==> src/design/assert_macros.svh <==
// Assertion macros shared by the splitter modules.
`ifndef ASSERT_MACROS_SVH
`define ASSERT_MACROS_SVH

// The expression holds at every clock edge outside reset.
`define SLOS_ASSERT_HOLDS(lbl, clk, rst_n, expr) \
	lbl: assert property (@(posedge clk) disable iff (!rst_n) (expr)) \
		else $error("invariant violated");

// The consequent holds in the same cycle as the antecedent.
`define SLOS_ASSERT_IMP(lbl, clk, rst_n, ante, cons) \
	lbl: assert property (@(posedge clk) disable iff (!rst_n) (ante) |-> (cons)) \
		else $error("implication violated");

// The consequent holds in the cycle after the antecedent.
`define SLOS_ASSERT_NEXT(lbl, clk, rst_n, ante, cons) \
	lbl: assert property (@(posedge clk) disable iff (!rst_n) (ante) |=> (cons)) \
		else $error("next-cycle implication violated");

`endif

==> src/design/slos_pkg.sv <==
// Shared constants and types of the command line splitter.
package slos_pkg;

	localparam int unsigned MaxLineBytes = 4096;
	localparam int unsigned CNT_W = 13;
	localparam int unsigned IDX_W = 12;
	localparam int unsigned PieceCapInt = (MaxLineBytes < 4096) ? MaxLineBytes : 4096;
	localparam logic [CNT_W-1:0] PIECE_CAP = CNT_W'(PieceCapInt);

	// Characters with a meaning to the scanner.
	localparam logic [7:0] CH_PIPE   = 8'h7C;
	localparam logic [7:0] CH_SEMI   = 8'h3B;
	localparam logic [7:0] CH_AMP    = 8'h26;
	localparam logic [7:0] CH_BSLASH = 8'h5C;
	localparam logic [7:0] CH_SQUOTE = 8'h27;
	localparam logic [7:0] CH_DQUOTE = 8'h22;

	// Result queue geometry.
	localparam int unsigned QueueDepth = 4;
	localparam int unsigned QPTR_W = $clog2(QueueDepth);
	localparam int unsigned QCNT_W = $clog2(QueueDepth + 1);

	typedef struct packed {
		logic [7:0]       byte_out;
		logic             piece_start;
		logic             piece_is_operator;
		logic [IDX_W-1:0] piece_index;
		logic             last;
		logic             quote_error;
		logic [CNT_W-1:0] piece_count;
	} res_t;

	// Results produced by one accepted byte, in output order.
	typedef struct packed {
		logic [1:0] count;
		res_t       first;
		res_t       second;
	} push_t;

endpackage

==> src/design/slos_in_if.sv <==
// Input channel: one byte of the command line per transfer.
interface slos_in_if;
	logic       valid;
	logic       ready;
	logic [7:0] byte_in;
	logic       line_end;

	modport source (output valid, output byte_in, output line_end, input ready);
	modport sink (input valid, input byte_in, input line_end, output ready);
endinterface

==> src/design/slos_out_if.sv <==
// Output channel: one classified byte per transfer.
interface slos_out_if;
	import slos_pkg::*;

	logic             valid;
	logic             ready;
	logic [7:0]       byte_out;
	logic             piece_start;
	logic             piece_is_operator;
	logic [IDX_W-1:0] piece_index;
	logic             last;
	logic             quote_error;
	logic [CNT_W-1:0] piece_count;

	modport source (output valid, output byte_out, output piece_start,
		output piece_is_operator, output piece_index, output last,
		output quote_error, output piece_count, input ready);
	modport sink (input valid, input byte_out, input piece_start,
		input piece_is_operator, input piece_index, input last,
		input quote_error, input piece_count, output ready);
endinterface

==> src/design/shell_line_operator_splitter_top.sv <==
// A byte's result enters the result queue when the next byte of the line is accepted;
// a line's final byte and the byte held before it both enter as the final byte is accepted.
// Throughput: one byte per cycle while the queue has room for two more results; a final byte
// after a held byte yields two results, drained from the four-entry queue one per transfer.
// Reset (arst_n low, asynchronous): scanner idle, no held byte, piece counter zero,
// result queue empty.
module shell_line_operator_splitter_top (
	input  logic      clk,
	input  logic      arst_n,
	slos_in_if.sink   in_ch,
	slos_out_if.source out_ch
);
	import slos_pkg::*;

	// The scanner holds one byte back so that a following ampersand can be seen before
	// the held byte is classified: an ampersand in a command piece opens an operator
	// piece only when another ampersand comes right after it.
	logic  accept;
	push_t push;
	logic  space_ok;

	// The input side is ready whenever the queue can take two more results, which does
	// not depend on whether the output side is taking results in this cycle.
	assign in_ch.ready = space_ok;
	assign accept      = in_ch.valid && in_ch.ready;

	// Classification of the held byte and, at line end, of the final byte, all in the
	// cycle of the input transfer; results go straight into the queue registers.
	slos_scanner u_scanner (
		.clk      (clk),
		.arst_n   (arst_n),
		.accept   (accept),
		.byte_in  (in_ch.byte_in),
		.line_end (in_ch.line_end),
		.push     (push)
	);

	// Results leave in order, one per output transfer.
	slos_queue u_queue (
		.clk      (clk),
		.arst_n   (arst_n),
		.push     (push),
		.space_ok (space_ok),
		.out_ch   (out_ch)
	);

endmodule

==> src/design/slos_scanner.sv <==
// Scan state, held byte and per-byte classification of the splitter.
`include "assert_macros.svh"

module slos_scanner (
	input  logic               clk,
	input  logic               arst_n,
	input  logic               accept,
	input  logic [7:0]         byte_in,
	input  logic               line_end,
	output slos_pkg::push_t    push
);
	import slos_pkg::*;

	localparam logic [2:0] MODE_IDLE    = 3'd0;
	localparam logic [2:0] MODE_CMD     = 3'd1;
	localparam logic [2:0] MODE_ESC     = 3'd2;
	localparam logic [2:0] MODE_SQ      = 3'd3;
	localparam logic [2:0] MODE_DQ      = 3'd4;
	localparam logic [2:0] MODE_OP_PIPE = 3'd5;
	localparam logic [2:0] MODE_OP_SEMI = 3'd6;
	localparam logic [2:0] MODE_OP_AMP  = 3'd7;

	typedef struct packed {
		logic [2:0]       mode;
		logic [CNT_W-1:0] count;
		logic             start;
		logic             op;
		logic [IDX_W-1:0] idx;
	} step_t;

	function automatic logic [2:0] op_mode(input logic [7:0] c);
		logic [2:0] m;
		if (c == CH_PIPE) begin
			m = MODE_OP_PIPE;
		end else if (c == CH_SEMI) begin
			m = MODE_OP_SEMI;
		end else begin
			m = MODE_OP_AMP;
		end
		return m;
	endfunction

	function automatic logic [2:0] cmd_next(input logic [7:0] c);
		logic [2:0] m;
		if (c == CH_BSLASH) begin
			m = MODE_ESC;
		end else if (c == CH_SQUOTE) begin
			m = MODE_SQ;
		end else if (c == CH_DQUOTE) begin
			m = MODE_DQ;
		end else begin
			m = MODE_CMD;
		end
		return m;
	endfunction

	// One byte through the scanner: new mode, piece counter and flags.
	function automatic step_t classify(input logic [2:0] m, input logic [CNT_W-1:0] cnt,
			input logic [7:0] h, input logic amp_next);
		step_t            s;
		logic             in_op;
		logic             is_opc;
		logic             fresh;
		logic [7:0]       opc;
		logic [CNT_W-1:0] dec;
		s.mode  = m;
		s.count = cnt;
		s.start = 1'b0;
		s.op    = 1'b0;
		in_op   = (m == MODE_OP_PIPE) || (m == MODE_OP_SEMI) || (m == MODE_OP_AMP);
		is_opc  = (h == CH_PIPE) || (h == CH_SEMI) || (h == CH_AMP);
		case (m)
			MODE_OP_PIPE: opc = CH_PIPE;
			MODE_OP_SEMI: opc = CH_SEMI;
			default:      opc = CH_AMP;
		endcase
		fresh = (m == MODE_IDLE) || (in_op && (h != opc));
		if (fresh) begin
			s.start = 1'b1;
			if (is_opc) begin
				s.op   = 1'b1;
				s.mode = op_mode(h);
			end else begin
				s.mode = cmd_next(h);
			end
		end else if (in_op) begin
			// Doubled operator character closes the operator piece.
			s.op   = 1'b1;
			s.mode = MODE_IDLE;
		end else begin
			case (m)
				MODE_CMD: begin
					if ((h == CH_PIPE) || (h == CH_SEMI) || ((h == CH_AMP) && amp_next)) begin
						s.start = 1'b1;
						s.op    = 1'b1;
						s.mode  = op_mode(h);
					end else begin
						s.mode = cmd_next(h);
					end
				end
				MODE_ESC: s.mode = MODE_CMD;
				MODE_SQ: begin
					if (h == CH_SQUOTE) begin
						s.mode = MODE_CMD;
					end
				end
				MODE_DQ: begin
					if (h == CH_DQUOTE) begin
						s.mode = MODE_CMD;
					end
				end
				default: s.mode = m;
			endcase
		end
		if (s.start && (cnt < PIECE_CAP)) begin
			s.count = cnt + 1'b1;
		end
		dec   = s.count - 1'b1;
		s.idx = (s.count == '0) ? '0 : dec[IDX_W-1:0];
		return s;
	endfunction

	logic [2:0]       mode_q;
	logic [CNT_W-1:0] count_q;
	logic [7:0]       held_byte_q;
	logic             held_valid_q;

	step_t            step_a;
	step_t            step_b;
	logic [2:0]       mode_mid;
	logic [CNT_W-1:0] count_mid;
	res_t             res_a;
	res_t             res_b;
	logic             qerr;

	always_comb begin
		step_a    = classify(mode_q, count_q, held_byte_q, byte_in == CH_AMP);
		mode_mid  = held_valid_q ? step_a.mode : mode_q;
		count_mid = held_valid_q ? step_a.count : count_q;
		step_b    = classify(mode_mid, count_mid, byte_in, 1'b0);
		qerr      = (step_b.mode == MODE_SQ) || (step_b.mode == MODE_DQ);

		res_a.byte_out          = held_byte_q;
		res_a.piece_start       = step_a.start;
		res_a.piece_is_operator = step_a.op;
		res_a.piece_index       = step_a.idx;
		res_a.last              = 1'b0;
		res_a.quote_error       = 1'b0;
		res_a.piece_count       = '0;

		res_b.byte_out          = byte_in;
		res_b.piece_start       = step_b.start;
		res_b.piece_is_operator = step_b.op;
		res_b.piece_index       = step_b.idx;
		res_b.last              = 1'b1;
		res_b.quote_error       = qerr;
		res_b.piece_count       = qerr ? '0 : step_b.count;

		push.count  = accept ? ({1'b0, held_valid_q} + {1'b0, line_end}) : 2'd0;
		push.first  = held_valid_q ? res_a : res_b;
		push.second = res_b;
	end

	always_ff @(posedge clk or negedge arst_n) begin
		if (!arst_n) begin
			mode_q       <= MODE_IDLE;
			count_q      <= '0;
			held_valid_q <= 1'b0;
		end else if (accept) begin
			if (line_end) begin
				mode_q       <= MODE_IDLE;
				count_q      <= '0;
				held_valid_q <= 1'b0;
			end else begin
				mode_q       <= mode_mid;
				count_q      <= count_mid;
				held_valid_q <= 1'b1;
			end
		end
	end

	always_ff @(posedge clk) begin
		if (accept && !line_end) begin
			held_byte_q <= byte_in;
		end
	end

	`SLOS_ASSERT_NEXT(a_held_after_mid, clk, arst_n, accept && !line_end, held_valid_q)
	`SLOS_ASSERT_NEXT(a_clear_after_end, clk, arst_n, accept && line_end,
		!held_valid_q && (count_q == '0) && (mode_q == MODE_IDLE))
	`SLOS_ASSERT_IMP(a_idle_when_empty, clk, arst_n, !held_valid_q,
		(count_q == '0) && (mode_q == MODE_IDLE))

endmodule

==> src/design/slos_queue.sv <==
// Result queue: takes up to two results per cycle, delivers one per transfer.
`include "assert_macros.svh"

module slos_queue (
	input  logic              clk,
	input  logic              arst_n,
	input  slos_pkg::push_t   push,
	output logic              space_ok,
	slos_out_if.source        out_ch
);
	import slos_pkg::*;

	res_t              entry_q [QueueDepth];
	logic [QPTR_W-1:0] wr_ptr_q;
	logic [QPTR_W-1:0] rd_ptr_q;
	logic [QCNT_W-1:0] count_q;
	logic              pop;
	res_t              head;

	assign head     = entry_q[rd_ptr_q];
	assign pop      = out_ch.valid && out_ch.ready;
	// Room for the worst case of two results from one byte.
	assign space_ok = count_q <= QCNT_W'(QueueDepth - 2);

	assign out_ch.valid             = count_q != '0;
	assign out_ch.byte_out          = head.byte_out;
	assign out_ch.piece_start       = head.piece_start;
	assign out_ch.piece_is_operator = head.piece_is_operator;
	assign out_ch.piece_index       = head.piece_index;
	assign out_ch.last              = head.last;
	assign out_ch.quote_error       = head.quote_error;
	assign out_ch.piece_count       = head.piece_count;

	always_ff @(posedge clk or negedge arst_n) begin
		if (!arst_n) begin
			wr_ptr_q <= '0;
			rd_ptr_q <= '0;
			count_q  <= '0;
		end else begin
			wr_ptr_q <= wr_ptr_q + QPTR_W'(push.count);
			rd_ptr_q <= rd_ptr_q + QPTR_W'(pop);
			count_q  <= count_q + QCNT_W'(push.count) - QCNT_W'(pop);
		end
	end

	always_ff @(posedge clk) begin
		if (push.count != 2'd0) begin
			entry_q[wr_ptr_q] <= push.first;
		end
		if (push.count == 2'd2) begin
			entry_q[wr_ptr_q + 1'b1] <= push.second;
		end
	end

	`SLOS_ASSERT_HOLDS(a_count_bound, clk, arst_n, count_q <= QCNT_W'(QueueDepth))
	`SLOS_ASSERT_IMP(a_push_has_room, clk, arst_n, push.count != 2'd0, space_ok)
	`SLOS_ASSERT_NEXT(a_pop_drains, clk, arst_n, pop && (push.count == 2'd0),
		count_q == $past(count_q) - 1'b1)

endmodule

==> src/flat_wrapper.sv <==
// flat-port wrapper written by rule: the top's interface ports become plain ports
module shell_line_operator_splitter_top_flat import slos_pkg::*;
  (clk, arst_n, in_ch_valid, in_ch_byte_in, in_ch_line_end, in_ch_ready, out_ch_valid, out_ch_byte_out, out_ch_piece_start, out_ch_piece_is_operator, out_ch_piece_index, out_ch_last, out_ch_quote_error, out_ch_piece_count, out_ch_ready);
  slos_in_if in_ch_i ();
  slos_out_if out_ch_i ();
  input  logic clk;
  input  logic arst_n;
  input wire logic [$bits(in_ch_i.valid)-1:0] in_ch_valid;
  input wire logic [$bits(in_ch_i.byte_in)-1:0] in_ch_byte_in;
  input wire logic [$bits(in_ch_i.line_end)-1:0] in_ch_line_end;
  output wire logic [$bits(in_ch_i.ready)-1:0] in_ch_ready;
  output wire logic [$bits(out_ch_i.valid)-1:0] out_ch_valid;
  output wire logic [$bits(out_ch_i.byte_out)-1:0] out_ch_byte_out;
  output wire logic [$bits(out_ch_i.piece_start)-1:0] out_ch_piece_start;
  output wire logic [$bits(out_ch_i.piece_is_operator)-1:0] out_ch_piece_is_operator;
  output wire logic [$bits(out_ch_i.piece_index)-1:0] out_ch_piece_index;
  output wire logic [$bits(out_ch_i.last)-1:0] out_ch_last;
  output wire logic [$bits(out_ch_i.quote_error)-1:0] out_ch_quote_error;
  output wire logic [$bits(out_ch_i.piece_count)-1:0] out_ch_piece_count;
  input wire logic [$bits(out_ch_i.ready)-1:0] out_ch_ready;
  assign in_ch_i.valid = in_ch_valid;
  assign in_ch_i.byte_in = in_ch_byte_in;
  assign in_ch_i.line_end = in_ch_line_end;
  assign in_ch_ready = in_ch_i.ready;
  assign out_ch_valid = out_ch_i.valid;
  assign out_ch_byte_out = out_ch_i.byte_out;
  assign out_ch_piece_start = out_ch_i.piece_start;
  assign out_ch_piece_is_operator = out_ch_i.piece_is_operator;
  assign out_ch_piece_index = out_ch_i.piece_index;
  assign out_ch_last = out_ch_i.last;
  assign out_ch_quote_error = out_ch_i.quote_error;
  assign out_ch_piece_count = out_ch_i.piece_count;
  assign out_ch_i.ready = out_ch_ready;
  shell_line_operator_splitter_top u_core (.clk(clk), .arst_n(arst_n), .in_ch(in_ch_i), .out_ch(out_ch_i));
endmodule
==> config.mk <==
export PLATFORM = sky130hd
export DESIGN_NAME = shell_line_operator_splitter_top_flat
export DESIGN_NICKNAME = d
export VERILOG_FILES = /design/src/design/slos_pkg.sv /design/src/design/slos_in_if.sv /design/src/design/slos_out_if.sv /design/src/design/shell_line_operator_splitter_top.sv /design/src/design/slos_scanner.sv /design/src/design/slos_queue.sv /design/src/flat_wrapper.sv
export VERILOG_INCLUDE_DIRS = /design/src /design/src/design
export SDC_FILE = /design/constraint.sdc
export NUM_CORES = 1
export LEC_CHECK = 0
export ABC_AREA = 1
export BUFFER_PORTS_ARGS = -buffer_cell sky130_fd_sc_hd__buf_2
export CORE_MARGIN = 10
export CORE_UTILIZATION = 30
export DETAILED_ROUTE_END_ITERATION = 6
export GPL_TIMING_DRIVEN = 1
export SYNTH_ARGS = -nofsm -noshare
export SYNTH_HDL_FRONTEND = slang
export SYNTH_HIERARCHICAL = 1
export SYNTH_SLANG_ARGS = --single-unit
==> constraint.sdc <==
create_clock -name clk -period 4.9 [get_ports clk]
set_input_delay 0.49 -clock clk [delete_from_list [all_inputs] [get_ports clk]]
set_output_delay 0.49 -clock clk [all_outputs]
set_load 0.03 [all_outputs]
=== After elaboration in Yosys (flattened, before gate mapping) ===
Memory sizes are Yosys's and may differ from the RTL's.
Cells that the tools add are included.
W data, S select, Z words.

* Memories: 1
* Bits of input ports: 13
* Bits in writable memories: 148
* Output and inout port bits: 39
* Word-level logic and storage cells: 133
* Bits in registers: 32

* Reduce and logical (&&, ||, !) cells: 27
* Mux-type cells: 54
* Eq/ne operators: 31
* Add/subtract/negate cells: 10
* Order comparisons: 3

{| class="wikitable"
|+ Memories
! name !! words !! bits a word !! read ports !! clocked after Yosys merged registers in !! wr ports !! line !! text
|-
| u_core.u_queue.entry_q || 4 || 37 || 1 || 0 || 2 || slos_queue.sv:13 || <nowiki>res_t entry_q [QueueDepth];</nowiki>
|}

{| class="wikitable"
|+ Operators with widths
! operator !! number
|-
| $mux W13 || 5
|-
| $eq A8 B6 Y1 const B || 8
|-
| $mux W3 || 20
|-
| $mux W37 || 1
|-
| $eq A8 B7 Y1 const B || 4
|-
| $pmux W7 S2 || 2
|-
| $eq A3 B3 Y1 const B || 9
|-
| $add A13 B1 Y13 const B || 2
|-
| $logic_not A13 Y1 || 2
|-
| $lt A13 B13 Y1 const B || 2
|-
| $mux W12 || 2
|-
| $pmux W3 S4 || 2
|-
| $sub A12 B1 Y12 const B || 2
|-
| $mux W2 || 9
|-
| $ne A8 B8 Y1 || 2
|-
| $eq A3 B2 Y1 const B || 5
|-
| $mux W1 || 13
|-
| $logic_or A1 B1 Y1 || 12
|-
| $logic_and A1 B1 Y1 || 8
|-
| $eq A3 B1 Y1 const B || 2
|-
| $logic_not A3 Y1 || 2
|-
| $add A3 B2 Y3 || 1
|-
| $le A3 B2 Y1 const B || 1
|-
| $reduce_bool A3 Y1 || 1
|-
| other kinds (8) || 8
|}

=== Longest topological paths before layout ===
Gate-level depths: netlist of the first run.

* Depth in word-level cells: 20
* Mapped depth: 36
* Mapped depth without buffers: 35

=== Hierarchy ===
Netlist of the first run, hierarchy kept.

{| class="wikitable"
|+ By module, submodules not included
! module !! cells each !! area an instance (sq um) !! instances !! sequential area each (sq um)
|-
| slos_queue || 819 || 7778.7 || 1 || 4619.4
|-
| slos_scanner || 695 || 4047.6 || 1 || 665.6
|-
| shell_line_operator_splitter_top || 2 || 7.5 || 1 || 0.0
|}

=== Worst setup path before layout of the first run ===
Ideal clock, no wire load.

* Path type: register to register
* Start: reg u_core.u_queue.count_q[2]
* End: mem u_core/u_queue/entry_q[0][0] (netlist name), enable pin
* Data required time: 4413 ps
* Path buffers: 2
* Setup time: 487 ps
* Arrival: 4722 ps
* Cell stages (with the launch flop): 10
* Clock period less this slack: 5209 ps
* Slack: -309 ps
* Path through: dfrtp_1 > a21oi_1 > nand2_1 > inv_1 > clkbuf_1 > clkbuf_1 > nand2_1 > inv_1 > nor2_1 > o31ai_1

{| class="wikitable"
|+ RTL lines
! item !! line !! text
|-
| start: declaration || slos_queue.sv:16 || <nowiki>logic [QCNT_W-1:0] count_q;</nowiki>
|-
| start signal: assignment || slos_queue.sv:42 || <nowiki>count_q <= count_q + QCNT_W'(push.count) - QCNT_W'(pop);</nowiki>
|-
| end: declaration || slos_queue.sv:13 ||
|}

==> results.md, run 1 <==
* Commonest non-fill, non-tap cell in the layout: nand2_1
* Post-synthesis cell count at 1516
* HPWL Detailed at 22600 µm
* Status: finished clean
* First-pass GRT wire length at 53500 µm
* CTS tree: yes
* First drt pass iteration count at 5
* Die span in x at 219 µm
* Clock input transition at the sequential cells of the worst setup and hold paths at 70 ps
* Area growth syn-to-layout at 9.60%
* Commonest cells after routing, fill and taps aside: nand2_1 (358), nor2_1 (200), o21ai_0 (195)
* Vias in the first global route at 9619
* Syn_area_per_cell at 7.81 µm²
* Mapped cell area at 11800 µm²
* CTS H-tree depth at 4
* Fin crit share at 89.3%
* Post-synth EDFFs at 156
* Startpoint Class: register
* DRT Wirelength at 33400 µm
* # rows at 72
* Unrepaired setup endpoints after global routing: false
* Root Buffer: clkbuf_16
* Total number of vias at 10.1k
* Grt total ovfl at 0
* Cts hold-fix bufs at 0
* Required time worst endpoint at 5060 ps
* Initial antenna violation count at 1
* Crit. End Element: register
* Relative slew margins at 35.6%
* ANT nets after route at 0
* Slowest stage delay, CP at 510 ps
* Post-route DRC violation count at 0
* Final TNS setup at 0 ps
* F_max at 229 MHz
* CP top delay family: simple AND/OR/NAND/NOR gates
* CP bufs+invs at 4
* # fillers at 4003
* Worst path slowest cell: edfxtp_1
* CP Data Arrival Time at 4530 ps
* Worst min-delay path category: in2async
* Die area at 47800 µm²
* Share of layout cells above drive strength 1 at 14.3%
* Routed len/inst at 16.3 µm
* Critical Path Most Common Cell: nand2_1
* Syn nets at 1539
* Area of the core at 38800 µm²
* Critical path type: reg2reg
* Largest net degree at the start of global routing at 75
* Worst Tran Pin Value at 964 ps
* Asr flop ratio synth at 13.3%
* Pins Over Slew Limit at 0
* Crit-path max FO at 12
* IO Count at 52
* Setup violators final at 0
* FF+latch count, synth at 180
* CTS buffer count at 17
* Hold slack at 51.9 ps
* Sequential share of the synthesized area at 44.7%
* DR iter-0 viols at 836
* Initial core utilization at 30.5%
* Overall Global Routing Usage at 14.1%
* Yosys warnings at 6
* PortBufs at 51
* Netlist cell types at 41
* Vias/cell at 4.96
* Max Cap Violations at 0
* CTS Sinks at 180
* CTS Buffer Depth at 2
* Final hold viol count at 0
* Clk_lat worst skew at 440 ps
* Min Tclk post-route at 4370 ps
* Worst Skew at 8.07 ps
* Primary FF master, synth: edfxtp_1
* Fin nets at 1538
* Die H at 219 µm
* RD Place Congestion at 0.894
==> worst register-to-register path: cells and delay by family (launching register included) <==
family / cells / cell delay (ps)
DFF: 1 / 510
AOI/OAI and AO/OA: 2 / 230
buffers and inverters: 4 / 560
xor gates and xnor gates: 2 / 370
and+or+nand+nor: 20 / 2150
adders and majority gates: 1 / 260
==> synth_stat cells, drive strengths merged (21+ instances only) <==
cell type  count  area share (%)
nand2        401              14
dfrtp         24             5.1
nand4         21             1.1
inv          133             4.2
xor2          24             1.8
buf           61             4.1
edfxtp       156              40
nand3         76             3.5
o21ai        290              13
nor2         213             7.3
nor3          26             1.1
clkbuf        28            0.89
==> path summary, 6_finish.rpt <==
path                                                   end  cells past startpoint                             from  slack, ps
max                          u_core/u_queue/entry_q[1][18]                     29  u_core/u_scanner/held_byte_q[1]        530
min                             u_core/u_scanner/mode_q[1]                      1                           arst_n         50
max reg2reg                  u_core/u_queue/entry_q[1][18]                     29  u_core/u_scanner/held_byte_q[1]        530
min reg2reg                     u_core/u_queue/rd_ptr_q[1]                      2       u_core/u_queue/rd_ptr_q[1]        500
max in group asynchronous       u_core/u_queue/rd_ptr_q[0]                      1                           arst_n       4410
min in group clk           u_core/u_scanner/held_byte_q[2]                      1                 in_ch_byte_in[2]        290
==> sequential cells by signal (all words and copies together), names as in the netlist <==
| register | count |
|---|---|
| u_core/u_scanner/mode_q | 3 |
| u_core/u_queue/entry_q | 148 |
| u_core/u_scanner/held_valid_q | 1 |
| u_core/u_queue/wr_ptr_q | 2 |
| u_core/u_queue/count_q | 3 |
| u_core/u_scanner/held_byte_q | 8 |
| u_core/u_queue/rd_ptr_q | 2 |
| u_core/u_scanner/count_q | 13 |
==> cell type report <==
class                   count  area, µm²  share of cell area, %
diodes                      1       2.50                 0.0193
flip-flops and latches    180       5290                   40.8
multi-input cells        1112       5520                   42.6
clock buffers              19        433                   3.34
repair buffers             69        415                   3.20
clock inverters            13        158                   1.22
inverters                 135        507                   3.91
well taps                 518        648                   5.00
==> cells by family (layout without fill, tap and decap cells) <==
group / Yosys count / after routing / synth area share [%]
buf+inv: 224 / 236 / 9.29
fa+ha+maj: 10 / 10 / 1.12
compound gates: 317 / 317 / 14.7
simple gates: 750 / 750 / 27.6
xor+xnor: 34 / 34 / 2.58
flops: 180 / 180 / 44.7
other cells: 1 / 2 / 0.0317
==> through the flow <==
stage | cells | setup slack [ps] | instance area, µm² | util (%)
final | 2047 | 525 | 13000 | 33.4
after global routing | 2046 | 120 | 13000 | 33.4
after CTS | 2045 | 451 | 13000 | 33.4
after detailed placement | 2013 | 318 | 12400 | 31.8
after global placement | 2013 | 492 | 12400 | 31.8
after floorplan | 1516 | -309 | 11800 | -
==> per-layer routing <==
metal  up-vias  routed length [µm]  track usage (%)
li1       5023                   -                -
met1      4804               14800             18.1
met2       289               16100             23.6
met3        29                1970             3.05
met4         0                 464             3.84
met5         -                   0                0
==> repair_timing <==
item | in CTS | in global routing
resized for setup | 0 | 1
setup buffers | 0 | 1
endpoints found under the setup margin | 0 | 15
Power of run 1 is not shown: default switching activity piles up to over one toggle a cycle in this logic, so the estimate is an artifact.
==> run 2, diff against run 1 <==
--- a/config.mk
+++ b/config.mk
@@ -12,7 +12,8 @@
 export CORE_UTILIZATION = 30
 export DETAILED_ROUTE_END_ITERATION = 6
 export GPL_TIMING_DRIVEN = 1
+export PLACE_DENSITY_LB_ADDON = 0.3
 export SYNTH_ARGS = -nofsm -noshare
 export SYNTH_HDL_FRONTEND = slang
-export SYNTH_HIERARCHICAL = 1
 export SYNTH_SLANG_ARGS = --single-unit
+export TNS_END_PERCENT = 10
==> run 2 against run 1 <==
Compared with the run above:
- flip-flop and latch count is the same
- first-iteration DRC count is 11% lower
- worst setup slack got worse by 34 ps
- register-to-register slack got worse by 30 ps
- global-route usage is 1.1 points higher
- synthesized cell count down 8.5%
- sequential share of layout area rose by 2.0 points
- core utilization increased by 0.29 points
- die area shrank 6.3%
- largest cell class is now sequential cells
- highest routed layer is now met5
==> results.md, run 2 <==
* Status: finished clean
* Required time worst endpoint at 5090 ps
* IO Count at 52
* FF+latch count, synth at 180
* R2R cell count at 28
* Setup violators final at 0
* Largest net degree at the start of global routing at 76
* Top-count cell post-synth: nand2_1
* CTS H-tree depth at 4
* Worst Tran Pin Value at 962 ps
* Die area at 44800 µm²
* PortBufs at 51
* Synth top cells by count: nand2_1 (399), nor2_1 (199), edfxtp_1 (152), o21ai_0 (93), inv_1 (92)
* F_max at 227 MHz
* # rows at 70
* Clock input transition at the sequential cells of the worst setup and hold paths at 70 ps
* Vias in the first global route at 9083
* Final TNS setup at 0 ps
* R2R Setup Slk at 490 ps
* Final instance area at 12300 µm²
* # fillers at 3787
* Primary FF master, synth: edfxtp_1
* CTS buffer count at 17
* Area of the core at 36400 µm²
* N_diodes at 0
* Crit. End Element: register
* Initial antenna violation count at 1
* CP bufs+invs at 2
* Grt total ovfl at 0
* Routed len/inst at 18.1 µm
* HPWL Detailed at 23300 µm
* Share of layout cells above drive strength 1 at 14.0%
* Synth area leader: edfxtp_1
* Asr flop ratio synth at 13.3%
* ANT nets after route at 0
* R2R Path End: u_core.u_queue.entry_q[2][22]
* Overall Global Routing Usage at 15.3%
* Layout Cells excl Fill at 1892
* Largest register FFs at 148
* CTS tree: yes
* Most flops, register: u_core.u_queue.entry_q
* Post-synth EDFFs at 152
* Clk_lat worst skew at 440 ps
* Root Buffer: clkbuf_16
* Slowest stage delay, CP at 490 ps
* Commonest cells after routing, fill and taps aside: nand2_1 (399), nor2_1 (199), edfxtp_1 (152)
* Hold slack at 69.2 ps
* Vias/cell at 5.10
* Critical path type: reg2reg
* RD Place Congestion at 0.941
* CTS Sinks at 180
* CTS Buffer Depth at 2
* Max Cap Violations at 0
* CP Launch Point: u_core.u_scanner.mode_q[0]
* Crit-path max FO at 14
* Yosys warnings at 0
* Pins Over Slew Limit at 0
* Worst Skew at 10.7 ps
* DR iter-0 viols at 741
* Commonest non-fill, non-tap cell in the layout: nand2_1
* Dpl cells at 1860
* Min Tclk post-route at 4410 ps
* Sequential share of the synthesized area at 47.6%
* Post-route DRC violation count at 0
* Mapped cell area at 11000 µm²
* DRT Wirelength at 34200 µm
* Final hold viol count at 0
* Post-synthesis cell count at 1387
* Post-synth top area share at 41.4%
* Synth top area cells: edfxtp_1 (41%), nand2_1 (14%), nor2_1 (6.8%)
* Unrepaired setup endpoints after global routing: false
* Fin nets at 1434
* Fin crit share at 90.0%
* Postcts setup bufs at 0
* First-pass GRT wire length at 53400 µm
* CP top delay family: simple AND/OR/NAND/NOR gates
* Die H at 212 µm
* Reg2reg start: u_core.u_scanner.mode_q[0]
* Total number of vias at 9656
* Critical Path Most Common Cell: nand2_1
* First drt pass iteration count at 6
* Top Registers: u_core.u_queue.entry_q (148), u_core.u_scanner.count_q (13), u_core.u_scanner.held_byte_q (8)
* Worst path slowest cell: dfrtp_2
* Die span in x at 212 µm
* Syn nets at 1410
* Area growth syn-to-layout at 11.4%
* Syn_area_per_cell at 7.94 µm²
* Worst min-delay path category: in2async
* Startpoint Class: register
* CP Data Arrival Time at 4600 ps
* DP Area at 11700 µm²
* Relative slew margins at 35.7%
* Netlist cell types at 46
* Initial core utilization at 30.2%
-- run 2: changes by cell type after synthesis, moves of 16 or more --
cell / before / now
buf_6: 21 / 2
o21ai_0: 196 / 93
o21ai_1: 64 / 19
o21ai_2: 30 / 12
nor3_1: 26 / 10
inv_1: 114 / 92
o22ai_1: 14 / 90
nand2_1: 362 / 399
clkbuf_1: 28 / 44
-- run 2: layer usage --
metal,GRT usage (%),share of wire (%)
met4,3.69,0.91
met2,24.2,46
met3,2.75,6.0
met1,21.1,47
met5,0,0.038
-- run 2: through the flow --
stage	utilization [%]	setup WS, ps
after detailed placement	32.1	153
after floorplan	-	1310
after global routing	33.7	50.8
after CTS	33.7	197
final	33.7	491
after global placement	32.1	172
-- run 2: how the worst max path moves through the flow --
stage                                          to  slack (ps)  cells past startpoint
floorplan           u_core.u_queue.entry_q[1][25]        1310                     29
global placement    u_core.u_queue.entry_q[3][19]         170                     26
detailed placement  u_core.u_queue.entry_q[3][19]         150                     27
CTS                 u_core.u_queue.entry_q[3][19]         200                     26
global route        u_core.u_queue.entry_q[2][22]          50                     28
finish              u_core.u_queue.entry_q[2][22]         490                     28
-- run 2: cell families (layout without fill, tap and decap cells) --
kind of cell             Yosys count  after routing  share of synthesized area (%)
AO/OA/AOI/OAI                    234            234                           12.5
XOR/XNOR                          29             29                           2.54
adder cells (fa/ha/maj)           10             10                           1.20
buffers and inverters            177            214                           6.65
flip-flops                       180            180                           47.6
AND/OR/NAND/NOR                  757            757                           29.5
-- run 2: timing repair --
action,4_1_cts,5_1_grt
hold buffers,0,0
endpoints found under the setup margin,0,22
resized for setup,0,4
-- run 2: area by class of cell --
class                      instances  area (µm²)  area share [%]
clock inverter                    13         128            1.04
timing repair buffer              69         403            3.28
sequential                       180        5250            42.7
tap                              468         586            4.77
multi-input combinational       1030        5060            41.2
clock buffer                      19         433            3.53
inverter                         113         424            3.45
Power of run 2 is left out for the same reason.
==> run 3, diff against run 2 <==
--- a/config.mk
+++ b/config.mk
@@ -7,10 +7,10 @@
 export NUM_CORES = 1
 export LEC_CHECK = 0
 export ABC_AREA = 1
-export BUFFER_PORTS_ARGS = -buffer_cell sky130_fd_sc_hd__buf_2
 export CORE_MARGIN = 10
 export CORE_UTILIZATION = 30
 export DETAILED_ROUTE_END_ITERATION = 6
+export DONT_BUFFER_PORTS = 1
 export GPL_TIMING_DRIVEN = 1
 export PLACE_DENSITY_LB_ADDON = 0.3
 export SYNTH_ARGS = -nofsm -noshare
==> run 3 against run 2 <==
Compared with the run above:
- worst hold slack gained 75 ps
- count of clock-buffer cells in the layout grew 1
- first-iteration DRC count grew 0.94%
- final area shrank 1.7%
- critical path depth grew 2
- final cell count shrank 2.4%
- via count shrank 1.3%
- routed wire length shrank 0.94%
- largest cell class unchanged
==> results.md, run 3 (synthesis gave the netlist of run 2 again) <==
* DRT Wirelength at 33800 µm
* Final TNS setup at 0 ps
* CP Data Arrival Time at 4600 ps
* Total number of vias at 9535
* DR iter-0 viols at 748
* Post-route DRC violation count at 0
* Commonest non-fill, non-tap cell in the layout: nand2_1
* Startpoint Class: register
* Crit. End Element: register
* CTS H-tree depth at 4
* Commonest cells after routing, fill and taps aside: nand2_1 (399), nor2_1 (199), edfxtp_1 (152)
* Die span in x at 212 µm
* RD Place Congestion at 0.971
* Min Tclk post-route at 4400 ps
* Top Registers: u_core.u_queue.entry_q (148), u_core.u_scanner.count_q (13), u_core.u_scanner.held_byte_q (8)
* Slowest stage delay, CP at 490 ps
* Setup violators final at 0
* Unrepaired setup endpoints after global routing: false
* Required time worst endpoint at 5100 ps
* Initial core utilization at 30.2%
* Worst Skew at 10.7 ps
* Relative slew margins at 29.0%
* Die H at 212 µm
* CTS Sinks at 180
* CTS buffer count at 17
* Max Cap Violations at 0
* Critical path type: reg2reg
* CTS tree: yes
* F_max at 227 MHz
* Largest net degree at the start of global routing at 76
* First-pass GRT wire length at 52800 µm
* CP bufs+invs at 3
* DP Area at 11500 µm²
* Worst path slowest cell: dfrtp_2
* Initial antenna violation count at 1
* CTS Buffer Depth at 2
* First drt pass iteration count at 6
* Fin crit share at 89.8%
* Status: finished clean
* ANT nets after route at 0
* Postcts setup bufs at 0
* Pins Over Slew Limit at 0
* Vias in the first global route at 8957
* Final instance area at 12100 µm²
* Clk_lat worst skew at 440 ps
* Root Buffer: clkbuf_16
* Crit-path max FO at 14
* Routed len/inst at 18.3 µm
* HPWL Detailed at 23500 µm
* Most flops, register: u_core.u_queue.entry_q
* Share of layout cells above drive strength 1 at 11.0%
* Fin nets at 1388
* Critical Path Most Common Cell: nand2_1
* Worst Tran Pin Value at 1060 ps
* # fillers at 3854
* CP top delay family: simple AND/OR/NAND/NOR gates
* Core Util, Final at 33.1%
* PortBufs at 0
* Die area at 44800 µm²
* Vias/cell at 5.16
* Largest register FFs at 148
* Worst min-delay path category: in2reg
* Overall Global Routing Usage at 15.2%
* IO Count at 52
* Grt total ovfl at 0
* Final hold viol count at 0
* Area growth syn-to-layout at 9.56%
* Clock input transition at the sequential cells of the worst setup and hold paths at 70 ps
* Area of the core at 36400 µm²
* # rows at 70
[run 3: stage by stage]
| step | worst slack [ps] | hold WS, ps | instances |
|---|---|---|---|
| 3_5_place_dp | 222 | 198 | 1812 |
| 2_1_floorplan | 1310 | 194 | 1387 |
| 6_report | 499 | 144 | 1847 |
| 3_3_place_gp | 184 | 198 | 1812 |
| 4_1_cts | 197 | 127 | 1846 |
| 5_1_grt | 93.8 | 127 | 1847 |
[run 3: worst paths after layout]
kind,from,to,slack [ps],cells after the start
max,u_core.u_scanner.mode_q[0],u_core.u_queue.entry_q[1][22],500,30
min,in_ch_byte_in[6],u_core.u_scanner.held_byte_q[6],140,0
max reg2reg,u_core.u_scanner.mode_q[0],u_core.u_queue.entry_q[1][22],500,30
min reg2reg,u_core.u_queue.entry_q[1][14],u_core.u_queue.entry_q[1][14],450,2
max in group asynchronous,arst_n,u_core.u_queue.rd_ptr_q[0],4230,2
min in group asynchronous,arst_n,u_core.u_scanner.count_q[11],480,2
[run 3: layout make-up]
type | count | area [µm²] | share of cell area [%]
Sequential cell | 180 | 5250 | 43.5
Multi-Input combinational cell | 1030 | 5060 | 41.9
Clock buffer | 20 | 437 | 3.62
Tap cell | 468 | 586 | 4.85
Clock inverter | 12 | 98.8 | 0.819
Antenna cell | 1 | 2.50 | 0.0207
Timing Repair Buffer | 23 | 213 | 1.76
Inverter | 113 | 424 | 3.51
[run 3: metal layers]
metal / wire [µm] / GRT usage (%) / vias up
met5: 0 / 0 / -
met4: 536 / 4.34 / 0
met3: 2310 / 2.96 / 35
met2: 15400 / 23.9 / 307
met1: 15600 / 20.7 / 4575
li1: - / - / 4618
[run 3: timing repair]
action                                  CTS  global route
hold endpoints to repair                 24             0
endpoints found under the setup margin    0            31
hold buffers                              2             0
gates resized for setup                   0             5
Power of run 3 is left out for the same reason.
